--- config.mk ---
export PLATFORM = sky130hd
export DESIGN_NAME = chunked_frame_sender_crc32_core
export DESIGN_NICKNAME = d
export VERILOG_FILES = /design/src/sv/cfs_pkg.sv /design/src/sv/chunked_frame_sender_crc32_core.sv /design/src/sv/cfs_queue.sv /design/src/sv/cfs_front.sv /design/src/sv/cfs_back.sv
export SDC_FILE = /design/constraint.sdc
export NUM_CORES = 1
export LEC_CHECK = 0
export BUFFER_PORTS_ARGS = -buffer_cell sky130_fd_sc_hd__buf_4
export CAP_MARGIN = 40
export CELL_PAD_IN_SITES_DETAIL_PLACEMENT = 1
export CELL_PAD_IN_SITES_GLOBAL_PLACEMENT = 2
export CORE_MARGIN = 2
export CORE_UTILIZATION = 47
export CTS_CLUSTER_DIAMETER = 100
export CTS_CLUSTER_SIZE = 14
export DETAILED_ROUTE_END_ITERATION = 16
export PLACE_DENSITY_LB_ADDON = 0.1
export SETUP_SLACK_MARGIN = 0.2
export SYNTH_ARGS = -nofsm -noshare
export SYNTH_HDL_FRONTEND = slang
export SYNTH_SLANG_ARGS = --single-unit
--- constraint.sdc ---
create_clock -name clk_i -period 19.2 [get_ports clk_i]
set_input_delay 3.84 -clock clk_i [delete_from_list [all_inputs] [get_ports clk_i]]
set_output_delay 3.84 -clock clk_i [all_outputs]
set_load 0.02 [all_outputs]
--- src/sv/cfs_pkg.sv ---
// Shared types, constants and the CRC helper of the chunked frame sender.
package cfs_pkg;

  localparam int FrameBytes   = 64;
  localparam int HeaderBytes  = 7;
  localparam int PayloadLimit = FrameBytes - HeaderBytes;
  localparam int TrailerBytes = 8;

  localparam int LenW  = 6;
  localparam int IdxW  = 4;
  localparam int QueueDepth = 4;
  localparam int QPtrW = $clog2(QueueDepth);

  localparam logic [IdxW-1:0] HdrLastIdx   = IdxW'(HeaderBytes - 1);
  localparam logic [IdxW-1:0] FinalLastIdx = IdxW'(HeaderBytes + TrailerBytes - 1);
  localparam logic [7:0]      TrailerLen   = 8'(TrailerBytes);
  localparam logic [31:0]     CrcInit      = 32'hFFFF_FFFF;

  typedef enum logic [2:0] {
    CmdStart   = 3'd0,
    CmdBegin   = 3'd1,
    CmdPayload = 3'd2,
    CmdTxDone  = 3'd3,
    CmdTxFail  = 3'd4,
    CmdCancel  = 3'd5
  } cmd_e;

  typedef enum logic [2:0] {
    RegPoly      = 3'd0,
    RegMarker    = 3'd1,
    RegVersion   = 3'd2,
    RegDataType  = 3'd3,
    RegFinalType = 3'd4
  } reg_e;

  typedef struct packed {
    logic [31:0] poly;
    logic [7:0]  marker;
    logic [7:0]  version;
    logic [7:0]  data_type;
    logic [7:0]  final_type;
  } cfg_t;

  // One unit of work for the back end: either a single word or a header burst.
  typedef struct packed {
    logic            is_header;
    logic            is_final;
    logic [7:0]      word_byte;
    logic            word_valid;
    logic            word_rej;
    logic            active;
    logic            failed;
    logic [7:0]      run;
    logic [15:0]     chunk;
    logic [LenW-1:0] len;
    logic [31:0]     size;
    logic [31:0]     crcx;
  } job_t;

  typedef struct packed {
    logic [7:0] frame_byte;
    logic       byte_valid;
    logic       last;
    logic       status;
    logic       active;
    logic       failed;
  } out_word_t;

  function automatic logic [31:0] crc_byte(input logic [31:0] crc, input logic [7:0] b,
                                           input logic [31:0] poly);
    logic [31:0] c;
    c = crc ^ {24'b0, b};
    for (int k = 0; k < 8; k++) begin
      c = (c >> 1) ^ (c[0] ? poly : 32'b0);
    end
    return c;
  endfunction

endpackage

--- src/sv/chunked_frame_sender_crc32_core.sv ---
// Top level of the chunked frame sender: register port, front end, job queue, back end.
//
//  Channel     | Direction | Handshake                      | Contents
//  ------------+-----------+--------------------------------+------------------------------
//  s_axis      | in        | s_axis_tvalid / s_axis_tready  | one command word
//  m_axis      | out       | m_axis_tvalid / m_axis_tready  | one result word, tlast ends item
//  apb         | in        | psel, penable, pwrite, pready  | configuration registers
//
// The front end takes one command word per cycle whenever the four-entry job queue has
// room; its state update, including the byte-wide CRC step, completes in that cycle.
// The back end emits one result word per cycle unless m_axis stalls: every command gives
// one word, except a begin-frame that is not rejected, which gives 7 header words (15 for
// the closing frame), so the output rate is set by the back end's word counter. With the
// pipe empty, a command's first word passes the job queue and the back end's job register
// before it reaches the output register. Reset is asynchronous and needs no clearing pass.
// A stall on m_axis fills the job queue, after which s_axis_tready drops.
module chunked_frame_sender_crc32_core (
  input  logic        clk_i,
  input  logic        rst_ni,
  // Command stream.
  input  logic        s_axis_tvalid,
  output logic        s_axis_tready,
  // tdata, lowest bit up: run_id[7:0], total_size[39:8], payload_length[45:40],
  // data_byte[53:46], zero fill[55:54].
  input  logic [55:0] s_axis_tdata,
  // tuser: command[2:0].
  input  logic [2:0]  s_axis_tuser,
  // Result stream.
  output logic        m_axis_tvalid,
  input  logic        m_axis_tready,
  // tdata, lowest bit up: frame_byte[7:0], byte_valid[8], status[9],
  // transfer_active[10], failure_flag[11], zero fill[15:12].
  output logic [15:0] m_axis_tdata,
  output logic        m_axis_tlast,
  // Register port.
  input  logic        psel,
  input  logic        penable,
  input  logic        pwrite,
  input  logic [4:0]  paddr,
  input  logic [31:0] pwdata,
  output logic [31:0] prdata,
  output logic        pready
);
  import cfs_pkg::*;

  cfg_t      cfg_q;
  logic      cfg_wr;
  reg_e      reg_idx;
  logic      in_accept;
  job_t      front_job, queue_job;
  logic      queue_full, queue_valid, queue_pop;
  out_word_t out_word;

  // Register file. Writes are only expected while the block is idle, so the back end
  // may read the header bytes straight from these registers.
  assign pready  = 1'b1;
  assign cfg_wr  = psel && penable && pwrite;
  assign reg_idx = reg_e'(paddr[4:2]);

  always_ff @(posedge clk_i or negedge rst_ni) begin
    if (!rst_ni) begin
      cfg_q.poly       <= 32'hEDB8_8320;
      cfg_q.marker     <= 8'd0;
      cfg_q.version    <= 8'd1;
      cfg_q.data_type  <= 8'd1;
      cfg_q.final_type <= 8'd2;
    end else if (cfg_wr) begin
      unique case (reg_idx)
        RegPoly:      cfg_q.poly       <= pwdata;
        RegMarker:    cfg_q.marker     <= pwdata[7:0];
        RegVersion:   cfg_q.version    <= pwdata[7:0];
        RegDataType:  cfg_q.data_type  <= pwdata[7:0];
        RegFinalType: cfg_q.final_type <= pwdata[7:0];
        default: begin
        end
      endcase
    end
  end

  always_comb begin
    unique case (reg_idx)
      RegPoly:      prdata = cfg_q.poly;
      RegMarker:    prdata = {24'b0, cfg_q.marker};
      RegVersion:   prdata = {24'b0, cfg_q.version};
      RegDataType:  prdata = {24'b0, cfg_q.data_type};
      RegFinalType: prdata = {24'b0, cfg_q.final_type};
      default:      prdata = '0;
    endcase
  end

  assign s_axis_tready = !queue_full;
  assign in_accept     = s_axis_tvalid && s_axis_tready;

  cfs_front u_front (
    .clk_i            (clk_i),
    .rst_ni           (rst_ni),
    .poly_i           (cfg_q.poly),
    .accept_i         (in_accept),
    .command_i        (s_axis_tuser),
    .run_id_i         (s_axis_tdata[7:0]),
    .total_size_i     (s_axis_tdata[39:8]),
    .payload_length_i (s_axis_tdata[45:40]),
    .data_byte_i      (s_axis_tdata[53:46]),
    .job_o            (front_job)
  );

  cfs_queue u_queue (
    .clk_i      (clk_i),
    .rst_ni     (rst_ni),
    .push_i     (in_accept),
    .push_job_i (front_job),
    .pop_i      (queue_pop),
    .full_o     (queue_full),
    .valid_o    (queue_valid),
    .pop_job_o  (queue_job)
  );

  cfs_back u_back (
    .clk_i       (clk_i),
    .rst_ni      (rst_ni),
    .cfg_i       (cfg_q),
    .job_valid_i (queue_valid),
    .job_i       (queue_job),
    .job_pop_o   (queue_pop),
    .out_valid_o (m_axis_tvalid),
    .out_ready_i (m_axis_tready),
    .out_word_o  (out_word)
  );

  assign m_axis_tdata = {4'b0, out_word.failed, out_word.active, out_word.status,
                         out_word.byte_valid, out_word.frame_byte};
  assign m_axis_tlast = out_word.last;

endmodule

--- src/sv/cfs_queue.sv ---
// Small job FIFO between the command front end and the word back end.
module cfs_queue (
  input  logic          clk_i,
  input  logic          rst_ni,
  input  logic          push_i,
  input  cfs_pkg::job_t push_job_i,
  input  logic          pop_i,
  output logic          full_o,
  output logic          valid_o,
  output cfs_pkg::job_t pop_job_o
);
  import cfs_pkg::*;

  job_t             mem_q [QueueDepth];
  logic [QPtrW-1:0] wr_ptr_q, wr_ptr_d, rd_ptr_q, rd_ptr_d;
  logic [QPtrW:0]   count_q, count_d;
  logic             do_push, do_pop;

  assign full_o    = (count_q == (QPtrW+1)'(QueueDepth));
  assign valid_o   = (count_q != '0);
  assign pop_job_o = mem_q[rd_ptr_q];
  assign do_push   = push_i && !full_o;
  assign do_pop    = pop_i && valid_o;

  always_comb begin
    wr_ptr_d = do_push ? wr_ptr_q + 1'b1 : wr_ptr_q;
    rd_ptr_d = do_pop ? rd_ptr_q + 1'b1 : rd_ptr_q;
    count_d  = count_q;
    if (do_push && !do_pop) begin
      count_d = count_q + 1'b1;
    end else if (do_pop && !do_push) begin
      count_d = count_q - 1'b1;
    end
  end

  always_ff @(posedge clk_i or negedge rst_ni) begin
    if (!rst_ni) begin
      wr_ptr_q <= '0;
      rd_ptr_q <= '0;
      count_q  <= '0;
    end else begin
      wr_ptr_q <= wr_ptr_d;
      rd_ptr_q <= rd_ptr_d;
      count_q  <= count_d;
    end
  end

  always_ff @(posedge clk_i) begin
    if (do_push) begin
      mem_q[wr_ptr_q] <= push_job_i;
    end
  end

endmodule

--- src/sv/cfs_front.sv ---
// Command front end: holds the transfer state and turns each command into a job.
module cfs_front (
  input  logic                     clk_i,
  input  logic                     rst_ni,
  input  logic [31:0]              poly_i,
  input  logic                     accept_i,
  input  logic [2:0]               command_i,
  input  logic [7:0]               run_id_i,
  input  logic [31:0]              total_size_i,
  input  logic [cfs_pkg::LenW-1:0] payload_length_i,
  input  logic [7:0]               data_byte_i,
  output cfs_pkg::job_t            job_o
);
  import cfs_pkg::*;

  logic            sending_q, sending_d;
  logic [31:0]     offset_q, offset_d, size_q, size_d;
  logic [31:0]     ccrc_q, ccrc_d, pcrc_q, pcrc_d;
  logic [15:0]     chunk_q, chunk_d;
  logic [7:0]      run_q, run_d;
  logic            queued_q, queued_d, final_q, final_d;
  logic [LenW-1:0] plen_q, plen_d, left_q, left_d;
  logic            fail_q, fail_d;

  logic            clear, stop;
  logic [31:0]     rem;
  logic [LenW-1:0] len_a, len;
  job_t            job;
  cmd_e            cmd;

  assign cmd = cmd_e'(command_i);

  always_comb begin
    sending_d = sending_q;
    offset_d  = offset_q;
    size_d    = size_q;
    ccrc_d    = ccrc_q;
    pcrc_d    = pcrc_q;
    chunk_d   = chunk_q;
    run_d     = run_q;
    queued_d  = queued_q;
    final_d   = final_q;
    plen_d    = plen_q;
    left_d    = left_q;
    fail_d    = fail_q;
    clear     = 1'b0;
    stop      = 1'b0;
    job       = '0;

    rem   = size_q - offset_q;
    len_a = (rem < {{(32-LenW){1'b0}}, payload_length_i}) ? rem[LenW-1:0] : payload_length_i;
    len   = (int'(len_a) > PayloadLimit) ? LenW'(PayloadLimit) : len_a;

    unique case (cmd)
      CmdStart: begin
        if (!sending_q) begin
          sending_d = 1'b1;
          size_d    = total_size_i;
          run_d     = run_id_i;
          fail_d    = 1'b0;
          clear     = 1'b1;
        end else begin
          job.word_rej = 1'b1;
        end
      end
      CmdBegin: begin
        job.run   = run_q;
        job.chunk = chunk_q;
        if (!sending_q || queued_q) begin
          job.word_rej = 1'b1;
        end else if (offset_q < size_q) begin
          if (len == '0) begin
            job.word_rej = 1'b1;
          end else begin
            queued_d      = 1'b1;
            final_d       = 1'b0;
            plen_d        = len;
            left_d        = len;
            pcrc_d        = ccrc_q;
            job.is_header = 1'b1;
            job.len       = len;
          end
        end else begin
          // Closing frame: size and inverted CRC follow the header directly.
          queued_d      = 1'b1;
          final_d       = 1'b1;
          plen_d        = '0;
          left_d        = '0;
          pcrc_d        = ccrc_q;
          job.is_header = 1'b1;
          job.is_final  = 1'b1;
          job.size      = size_q;
          job.crcx      = ccrc_q ^ CrcInit;
        end
      end
      CmdPayload: begin
        if (sending_q && queued_q && !final_q && (left_q != '0)) begin
          pcrc_d         = crc_byte(pcrc_q, data_byte_i, poly_i);
          left_d         = left_q - 1'b1;
          job.word_byte  = data_byte_i;
          job.word_valid = 1'b1;
        end else begin
          job.word_rej = 1'b1;
        end
      end
      CmdTxDone: begin
        if (sending_q && queued_q && (left_q == '0)) begin
          queued_d = 1'b0;
          if (final_q) begin
            stop = 1'b1;
          end else begin
            offset_d = offset_q + {{(32-LenW){1'b0}}, plen_q};
            ccrc_d   = pcrc_q;
            chunk_d  = chunk_q + 16'd1;
          end
        end else begin
          job.word_rej = 1'b1;
        end
      end
      CmdTxFail: begin
        stop   = 1'b1;
        fail_d = 1'b1;
      end
      CmdCancel: begin
        stop = 1'b1;
      end
      default: begin
        job.word_rej = 1'b1;
      end
    endcase

    if (stop) begin
      sending_d = 1'b0;
      size_d    = '0;
      clear     = 1'b1;
    end
    if (clear) begin
      offset_d = '0;
      ccrc_d   = CrcInit;
      pcrc_d   = CrcInit;
      chunk_d  = '0;
      queued_d = 1'b0;
      final_d  = 1'b0;
      plen_d   = '0;
      left_d   = '0;
    end

    job.active = sending_d;
    job.failed = fail_d;
  end

  assign job_o = job;

  always_ff @(posedge clk_i or negedge rst_ni) begin
    if (!rst_ni) begin
      sending_q <= 1'b0;
      offset_q  <= '0;
      size_q    <= '0;
      ccrc_q    <= CrcInit;
      pcrc_q    <= CrcInit;
      chunk_q   <= '0;
      run_q     <= '0;
      queued_q  <= 1'b0;
      final_q   <= 1'b0;
      plen_q    <= '0;
      left_q    <= '0;
      fail_q    <= 1'b0;
    end else if (accept_i) begin
      sending_q <= sending_d;
      offset_q  <= offset_d;
      size_q    <= size_d;
      ccrc_q    <= ccrc_d;
      pcrc_q    <= pcrc_d;
      chunk_q   <= chunk_d;
      run_q     <= run_d;
      queued_q  <= queued_d;
      final_q   <= final_d;
      plen_q    <= plen_d;
      left_q    <= left_d;
      fail_q    <= fail_d;
    end
  end

endmodule

--- src/sv/cfs_back.sv ---
// Word back end: expands queued jobs into output words, one per cycle unless the output stalls.
module cfs_back (
  input  logic               clk_i,
  input  logic               rst_ni,
  input  cfs_pkg::cfg_t      cfg_i,
  input  logic               job_valid_i,
  input  cfs_pkg::job_t      job_i,
  output logic               job_pop_o,
  output logic               out_valid_o,
  input  logic               out_ready_i,
  output cfs_pkg::out_word_t out_word_o
);
  import cfs_pkg::*;

  job_t            cur_q, cur_d;
  logic            cur_vld_q, cur_vld_d;
  logic [IdxW-1:0] idx_q, idx_d;
  logic            out_vld_q, out_vld_d;
  out_word_t       out_q, out_d;
  out_word_t       word;
  logic            load, cur_end;
  logic [7:0]      hdr_byte;

  assign load    = !out_vld_q || out_ready_i;
  assign cur_end = cur_vld_q &&
                   (!cur_q.is_header || (idx_q == (cur_q.is_final ? FinalLastIdx : HdrLastIdx)));
  assign job_pop_o = job_valid_i && (!cur_vld_q || (load && cur_end));

  always_comb begin
    case (idx_q)
      4'd0:    hdr_byte = cfg_i.marker;
      4'd1:    hdr_byte = cfg_i.version;
      4'd2:    hdr_byte = cur_q.is_final ? cfg_i.final_type : cfg_i.data_type;
      4'd3:    hdr_byte = cur_q.run;
      4'd4:    hdr_byte = cur_q.chunk[7:0];
      4'd5:    hdr_byte = cur_q.chunk[15:8];
      4'd6:    hdr_byte = cur_q.is_final ? TrailerLen : {{(8-LenW){1'b0}}, cur_q.len};
      4'd7:    hdr_byte = cur_q.size[7:0];
      4'd8:    hdr_byte = cur_q.size[15:8];
      4'd9:    hdr_byte = cur_q.size[23:16];
      4'd10:   hdr_byte = cur_q.size[31:24];
      4'd11:   hdr_byte = cur_q.crcx[7:0];
      4'd12:   hdr_byte = cur_q.crcx[15:8];
      4'd13:   hdr_byte = cur_q.crcx[23:16];
      default: hdr_byte = cur_q.crcx[31:24];
    endcase

    word.active = cur_q.active;
    word.failed = cur_q.failed;
    if (cur_q.is_header) begin
      word.frame_byte = hdr_byte;
      word.byte_valid = 1'b1;
      word.status     = 1'b0;
      word.last       = cur_end;
    end else begin
      word.frame_byte = cur_q.word_byte;
      word.byte_valid = cur_q.word_valid;
      word.status     = cur_q.word_rej;
      word.last       = 1'b1;
    end
  end

  always_comb begin
    out_vld_d = out_vld_q;
    out_d     = out_q;
    idx_d     = idx_q;
    cur_vld_d = cur_vld_q;
    cur_d     = cur_q;
    if (load) begin
      out_vld_d = cur_vld_q;
      out_d     = word;
      if (cur_vld_q) begin
        idx_d = cur_end ? '0 : idx_q + 1'b1;
        if (cur_end) begin
          cur_vld_d = 1'b0;
        end
      end
    end
    if (job_pop_o) begin
      cur_d     = job_i;
      cur_vld_d = 1'b1;
      idx_d     = '0;
    end
  end

  always_ff @(posedge clk_i or negedge rst_ni) begin
    if (!rst_ni) begin
      out_vld_q <= 1'b0;
      cur_vld_q <= 1'b0;
      idx_q     <= '0;
    end else begin
      out_vld_q <= out_vld_d;
      cur_vld_q <= cur_vld_d;
      idx_q     <= idx_d;
    end
  end

  always_ff @(posedge clk_i) begin
    out_q <= out_d;
    cur_q <= cur_d;
  end

  assign out_valid_o = out_vld_q;
  assign out_word_o  = out_q;

endmodule

==> results.sh, run 1 <==
export IMPL_ys_flop_type="edfxtp_1"
export IMPL_die_h_um=290.2
export IMPL_finalSetupTns_ns=0
export IMPL_cp_common_cell="buf_4"
export IMPL_min_period_over_period=0.4731
export IMPL_cts_root_buf="clkbuf_16"
export IMPL_clk_latency_ns=0.62
export IMPL_dr_pass1_iters=5
export IMPL_path_clk_slew_ns=0.07
export IMPL_synthesis_instances=2983
export IMPL_dieArea_um2=84200
export IMPL_antennaDiodeCount=0
export IMPL_start_util=0.4763
export IMPL_global_route_overflow_total=0
export IMPL_synthArstFlopShare=0.3070
export IMPL_crit_required_ns=15.36
export IMPL_p_leak_nw=16.11
export IMPL_maxCapViolCount=0
export IMPL_cp_slowest_stage_delay_ns=0.53
export IMPL_pin_count=155
export IMPL_ys_types=87
export IMPL_cts_hold_buf=0
export IMPL_grt_pass1_vias=26121
export IMPL_core_um2=80810
export IMPL_worstMarginPinSlew_ns=0.9504
export IMPL_rsz0062_at_grt="false"
export IMPL_fin_nets=3235
export IMPL_die_w_um=290.2
export IMPL_synth_edf_count=553
export IMPL_post_route_min_period_ns=9.084
export IMPL_cp_end_kind="primary output"
export IMPL_grt_total_usage=0.2567
export IMPL_status="completed"
export IMPL_crit_fanout=21
export IMPL_dp_slack_ns=10.12
export IMPL_skew_ns=0.03250
export IMPL_fin_ws_ns=10.12
export IMPL_worst_setup_path_type="in -> out"
export IMPL_grt_pass1_wl_um=165300
export IMPL_synth_area_um2=38490
export IMPL_avgViaCountPerCell=5.882
export IMPL_cts_tree="done"
export IMPL_min_to="u_back.out_word_o[0]$_DFFE_PP_"
export IMPL_portBuffers=145
export IMPL_relSlewSlack=0.3664
export IMPL_routed_wl_um=107700
export IMPL_drc=0
export IMPL_r2r_slack_ns=13.77
export IMPL_cts_setup_buffers=0
export IMPL_hold_ws_ns=0.4393
export IMPL_r2r_cells=15
export IMPL_finalMaxSlewViolations=0
export IMPL_ys_warnings_count=0
export IMPL_ys_ff_latch=798
export IMPL_synth_seq_area_share=0.5933
export IMPL_rows=104
export IMPL_clock_path_buffers=3
export IMPL_nFillCells=8041
export IMPL_path_cells="buf_4 > nor2b_1 > a21oi_1 > o22ai_1 > buf_4"
export IMPL_drive_above_1_share=0.1884
export IMPL_cts_buffers=68
export IMPL_power_density_nw_per_um2=172.6
export IMPL_first_iter_violations=1959
export IMPL_worst_setup_path_start_kind="primary input"
export IMPL_routabilityCongestion=0.8767
export IMPL_syn_to_final_growth_pct=11.65
export IMPL_setup_violations=0
export IMPL_antenna_found_initial=5
export IMPL_fmax_mhz=110.1
export IMPL_path_buf_inv=2
export IMPL_worstPathArrival_ns=5.24
export IMPL_place_hpwl_um=74430
export IMPL_holdPathStages=0
export IMPL_syn_area_per_cell_um2=12.90
export IMPL_timing_rr_end="u_front.left_q[2]$_DFFE_PN0P_"
export IMPL_wire_per_inst_um=25.70
export IMPL_cts_resized=0
export IMPL_finalHoldViolations=0
export IMPL_hold_start="u_back.cur_q[94]$_DFFE_PP_"
export IMPL_grt_max_degree=98
export IMPL_hold_class="reg -> reg"
export IMPL_critical_path_top_delay_family="simple AND/OR/NAND/NOR gates"
export IMPL_ir_drop_mv=0.1578
export IMPL_ant_nets=0
export IMPL_htreeDepth=3
export IMPL_cp_slowest_cell="nor2b_1"
export IMPL_timing_rr_start="u_front.size_q[7]$_DFFE_PN0P_"
export IMPL_via_count=24650
export IMPL_cts_sinks=798
## power by group
group | switching [W] | total [W] | leakage, nW | internal (W)
clock network | 0.000642 | 0.00134 | 0.980 | 0.000703
logic | 0.00189 | 0.00348 | 6.87 | 0.00159
registers | 0.000278 | 0.00260 | 8.26 | 0.00232
total | 0.00281 | 0.00742 | 16.1 | 0.00461
## layer usage
layer | global-route usage | routed length, um
met5 | 0 | 34
met4 | 0.06466 | 2656
met3 | 0.03281 | 4826
met2 | 0.4188 | 51640
met1 | 0.3666 | 48560
## layout make-up
| class | count | area (um2) | share of cell area |
|---|---|---|---|
| clock buffer | 115 | 1909 | 0.04443 |
| timing repair buffer | 205 | 1720 | 0.04003 |
| clock inverter | 11 | 158.9 | 0.003697 |
| multi-input combinational | 1931 | 14750 | 0.3432 |
| inverter | 71 | 266.5 | 0.006201 |
| sequential | 798 | 22850 | 0.5316 |
| tap | 1060 | 1326 | 0.03086 |
## registers in the layout, summed over array words and instances, names as in the netlist, 16 cells and up
| name | count |
|---|---|
| u_front.ccrc_q | 32 |
| u_front.pcrc_q | 32 |
| u_front.size_q | 32 |
| u_front.chunk_q | 16 |
| u_queue.mem_q | 432 |
| cfg_q | 64 |
| u_back.cur_q | 108 |
| u_front.offset_q | 32 |
## worst max path at each step
| stage | to | cells past startpoint | startpoint |
|---|---|---|---|
| global placement | prdata[3] | 5 | paddr[3] |
| CTS | prdata[7] | 5 | paddr[3] |
| detailed placement | prdata[0] | 5 | paddr[3] |
| floorplan | u_queue.count_q[1]$_DFFE_PN0P_ | 8 | m_axis_tready |
| finish | prdata[4] | 5 | paddr[3] |
| global route | prdata[3] | 5 | paddr[3] |
## stage by stage
stage          utilization  total power [W]  area [um2]  cells
6_report            0.5318         0.007419       42980   4191
5_1_grt             0.5318         0.007826       42980   4191
2_1_floorplan            -         0.005047       38500   2986
3_3_place_gp        0.5024         0.005976       40600   4047
3_5_place_dp        0.5062         0.006119       40910   4065
4_1_cts             0.5318         0.007494       42980   4191
## kinds of logic after synthesis
| logic type | Yosys count | synth area share |
|---|---|---|
| other | 2 | 0.0001951 |
| flip-flops | 798 | 0.5933 |
| AO/OA/AOI/OAI | 389 | 0.06901 |
| AND/OR/NAND/NOR | 947 | 0.1122 |
| XOR/XNOR | 296 | 0.08016 |
| adder cells (fa/ha/maj) | 57 | 0.01911 |
| buffers and inverters | 257 | 0.02633 |
| multiplexers | 237 | 0.09966 |
## placed cells by master (no fill, tap or decap), types with 9 or more instances in the layout
master,Yosys,layout
o21ai_0,52,52
nand3_1,56,56
buf_4,8,188
a21oi_1,94,94
nand2b_1,16,16
o21bai_1,10,10
a31oi_1,40,40
clkbuf_1,133,45
o211ai_1,11,11
or3_1,12,12
xnor3_1,32,32
edfxtp_1,553,553
clkbuf_16,0,69
o2111ai_1,10,10
nor2_1,231,230
mux4_2,109,109
o22ai_1,13,13
mux2_2,80,80
o21a_1,9,9
and3_1,17,13
a21o_1,18,18
dfrtp_1,164,162
nand2_1,384,384
nor3_1,55,54
xnor2_1,197,195
inv_1,70,70
dfstp_2,81,81
nor2b_1,18,17
xor2_1,60,60
ha_1,54,54
a211oi_1,10,10
mux2i_1,48,48
nand4_1,19,19
a22o_1,35,35
and2_1,98,98
## Yosys cell counts, types with 6 or more instances
| library cell | count | area, um2 |
|---|---|---|
| edfxtp_1 | 553 | 16610 |
| nand2_1 | 384 | 1441 |
| nor2_1 | 231 | 867.1 |
| xnor2_1 | 197 | 1725 |
| dfrtp_1 | 164 | 4104 |
| clkbuf_1 | 133 | 499.2 |
| mux4_2 | 109 | 2455 |
| and2_1 | 98 | 613.1 |
| a21oi_1 | 94 | 470.5 |
| dfstp_2 | 81 | 2128 |
| mux2_2 | 80 | 900.9 |
| inv_1 | 70 | 262.8 |
| xor2_1 | 60 | 525.5 |
| nand3_1 | 56 | 280.3 |
| nor3_1 | 55 | 275.3 |
| ha_1 | 54 | 675.7 |
| o21ai_0 | 52 | 260.3 |
| mux2i_1 | 48 | 480.5 |
| a31oi_1 | 40 | 250.2 |
| a22o_1 | 35 | 306.5 |
| buf_1 | 35 | 131.4 |
| xnor3_1 | 32 | 720.7 |
| nand4_1 | 19 | 118.9 |
| a21o_1 | 18 | 135.1 |
| nor2b_1 | 18 | 112.6 |
| and3_1 | 17 | 106.4 |
| nand2b_1 | 16 | 100.1 |
| o22ai_1 | 13 | 81.33 |
| or3_1 | 12 | 75.07 |
| o211ai_1 | 11 | 82.58 |
| a211oi_1 | 10 | 75.07 |
| o2111ai_1 | 10 | 87.58 |
| o21bai_1 | 10 | 75.07 |
| buf_2 | 9 | 45.04 |
| nor4_1 | 9 | 56.30 |
| o21a_1 | 9 | 67.56 |
| a221oi_1 | 8 | 70.07 |
| a32oi_1 | 8 | 70.07 |
| buf_4 | 8 | 60.06 |
| a2111oi_0 | 7 | 61.31 |
| a22oi_1 | 7 | 52.55 |
| o31ai_1 | 7 | 52.55 |
| nor3b_1 | 6 | 45.04 |
| o21ai_1 | 6 | 30.03 |
Note: power is estimated with default switching activity, not from simulation.
==> run 2, diff against run 1 <==
--- a/config.mk
+++ b/config.mk
@@ -10,7 +10,7 @@
 export CELL_PAD_IN_SITES_DETAIL_PLACEMENT = 1
 export CELL_PAD_IN_SITES_GLOBAL_PLACEMENT = 2
 export CORE_MARGIN = 2
-export CORE_UTILIZATION = 47
+export CORE_UTILIZATION = 44
 export CTS_CLUSTER_DIAMETER = 100
 export CTS_CLUSTER_SIZE = 14
 export DETAILED_ROUTE_END_ITERATION = 16
==> constraint.sdc (replaced) <==
create_clock -name clk_i -period 9.35 [get_ports clk_i]
set_input_delay 1.87 -clock clk_i [delete_from_list [all_inputs] [get_ports clk_i]]
set_output_delay 1.87 -clock clk_i [all_outputs]
set_load 0.02 [all_outputs]
==> run 2 against run 1 <==
Utilization fell by 3.3 points. Cell count rose by 2.3%. Worst hold slack got worse by 0.0034 ns. Critical path type is now in -> reg.
==> results.sh, run 2 (synthesized netlist as in run 1, its figures left out) <==
export IMPL_wire_per_inst_um=24.89
export IMPL_grt_pass1_vias=26021
export IMPL_rsz0062_at_grt="false"
export IMPL_clk_latency_ns=0.64
export IMPL_cts_resized=0
export IMPL_routabilityCongestion=0.8335
export IMPL_power_density_nw_per_um2=352.6
export IMPL_finalMaxSlewViolations=0
export IMPL_cp_end_kind="register"
export IMPL_min_period_over_period=0.5863
export IMPL_finalSetupTns_ns=0
export IMPL_core_um2=86750
export IMPL_dp_slack_ns=3.253
export IMPL_clock_path_buffers=3
export IMPL_dpl_instance_area_um2=41090
export IMPL_r2r_cells=19
export IMPL_crit_required_ns=9.91
export IMPL_holdPathStages=0
export IMPL_largest_reg_flops=432
export IMPL_worst_setup_path_type="in -> reg"
export IMPL_fin_ws_ns=3.868
export IMPL_drive_above_1_share=0.1902
export IMPL_path_buf_inv=3
export IMPL_fmax_mhz=182.4
export IMPL_worstPathArrival_ns=6.04
export IMPL_cp_slowest_stage_delay_ns=0.47
export IMPL_cts_buffers=69
export IMPL_dr_pass1_iters=5
export IMPL_dieArea_um2=89860
export IMPL_layout_common_cells="edfxtp_1, nand2_1, nor2_1"
export IMPL_layout_commonest_cell="edfxtp_1"
export IMPL_fin_nets=3236
export IMPL_cts_root_buf="clkbuf_16"
export IMPL_global_route_overflow_total=0
export IMPL_critical_path_top_delay_family="XOR/XNOR gates"
export IMPL_crit_cells=16
export IMPL_syn_to_final_growth_pct=12.32
export IMPL_first_iter_violations=1605
export IMPL_pin_count=155
export IMPL_cts_hold_buf=0
export IMPL_fin_area_um2=43230
export IMPL_p_leak_nw=16.16
export IMPL_antenna_found_initial=6
export IMPL_skew_ns=0.02923
export IMPL_grt_total_usage=0.2407
export IMPL_cp_slowest_cell="o211ai_1"
export IMPL_worstMarginPinSlew_ns=1.014
export IMPL_worst_setup_path_start_kind="primary input"
export IMPL_ir_drop_mv=0.4588
export IMPL_via_count=24263
export IMPL_cts_sinks=798
export IMPL_routed_wl_um=106800
export IMPL_die_h_um=299.8
export IMPL_relSlewSlack=0.3243
export IMPL_top_register="u_queue.mem_q"
export IMPL_path_clk_slew_ns=0.07
export IMPL_hold_class="reg -> reg"
export IMPL_top_regs="u_queue.mem_q: 432 flops, u_back.cur_q: 108 flops, cfg_q: 64 flops"
export IMPL_htreeDepth=3
export IMPL_setup_violations=0
export IMPL_maxCapViolCount=0
export IMPL_final_util=0.4983
export IMPL_crit_fanout=35
export IMPL_post_route_min_period_ns=5.482
export IMPL_avgViaCountPerCell=5.657
export IMPL_die_w_um=299.8
export IMPL_status="completed"
export IMPL_rows=108
export IMPL_grt_max_degree=153
export IMPL_cts_tree="done"
export IMPL_cp_common_cell="buf_4"
export IMPL_path_cells="buf_4 > xor2_2 > buf_4 > nand4_1 > a31oi_1 > nor2_1 > o211ai_1 > mux2_2 > xnor2_1 > xor2_2 > xnor2_2 > buf_4 > nand2_1 > xnor3_1 > nand2_1 > a31oi_1"
export IMPL_portBuffers=145
export IMPL_ant_nets=0
export IMPL_drc=0
export IMPL_cts_setup_buffers=0
export IMPL_power_w=0.01524
export IMPL_place_hpwl_um=74030
export IMPL_start_util=0.4437
export IMPL_finalHoldViolations=0
export IMPL_grt_pass1_wl_um=164400
==> run 2: cell count changes in the layout (fill, tap and decap cells not counted), sizes merged <==
cell,change
diode,+1
clkinv,+1
clkinvlp,+1
==> run 2: final timing paths <==
| check | start | end | slack [ns] |
|---|---|---|---|
| worst max-delay path | s_axis_tdata[46] | u_front.pcrc_q[27]$_DFFE_PN1P_ | 3.87 |
| worst min-delay path | u_back.cur_q[94]$_DFFE_PP_ | u_back.out_word_o[0]$_DFFE_PP_ | 0.44 |
| worst max register to register | u_front.size_q[3]$_DFFE_PN0P_ | u_front.left_q[2]$_DFFE_PN0P_ | 4.04 |
| worst min register to register | u_back.cur_q[94]$_DFFE_PP_ | u_back.out_word_o[0]$_DFFE_PP_ | 0.44 |
| max in group asynchronous | rst_ni | u_front.offset_q[12]$_DFFE_PN0P_ | 6.87 |
| min in group asynchronous | rst_ni | cfg_q[60]$_DFFE_PN0P_ | 1.14 |
==> run 2: layer usage <==
layer / routed length (um) / GRT usage / vias to the layer above
met1: 48520 / 0.3408 / 12615
met5: 11 / 0 / -
li1: - / - / 11005
met2: 51000 / 0.3918 / 510
met3: 4676 / 0.03512 / 131
met4: 2565 / 0.06179 / 2
==> run 2: layout make-up <==
class | count | area, um2
inverters | 71 | 266.5
repair buffers | 205 | 1770
flip-flops and latches | 798 | 22850
well taps | 1155 | 1445
multi-input cells | 1931 | 14760
clock inverters | 13 | 217.7
fillers | 8780 | 43520
clock buffers | 115 | 1921
diodes | 1 | 2.502
==> run 2: where the power goes <==
| group | total [W] | switching (W) | leakage, nW | internal (W) |
|---|---|---|---|---|
| logic | 0.00706 | 0.00375 | 6.89 | 0.00330 |
| registers | 0.00536 | 0.000608 | 8.26 | 0.00476 |
| clock network | 0.00282 | 0.00136 | 1.01 | 0.00147 |
| total | 0.0152 | 0.00572 | 16.2 | 0.00952 |
==> run 2: metrics by stage <==
| stage | instances | hold slack [ns] |
|---|---|---|
| floorplan | 2986 | 0.4003 |
| global placement | 4139 | 0.4192 |
| detailed placement | 4160 | 0.4206 |
| CTS | 4288 | 0.4357 |
| global route | 4288 | 0.4472 |
| finish | 4289 | 0.4358 |
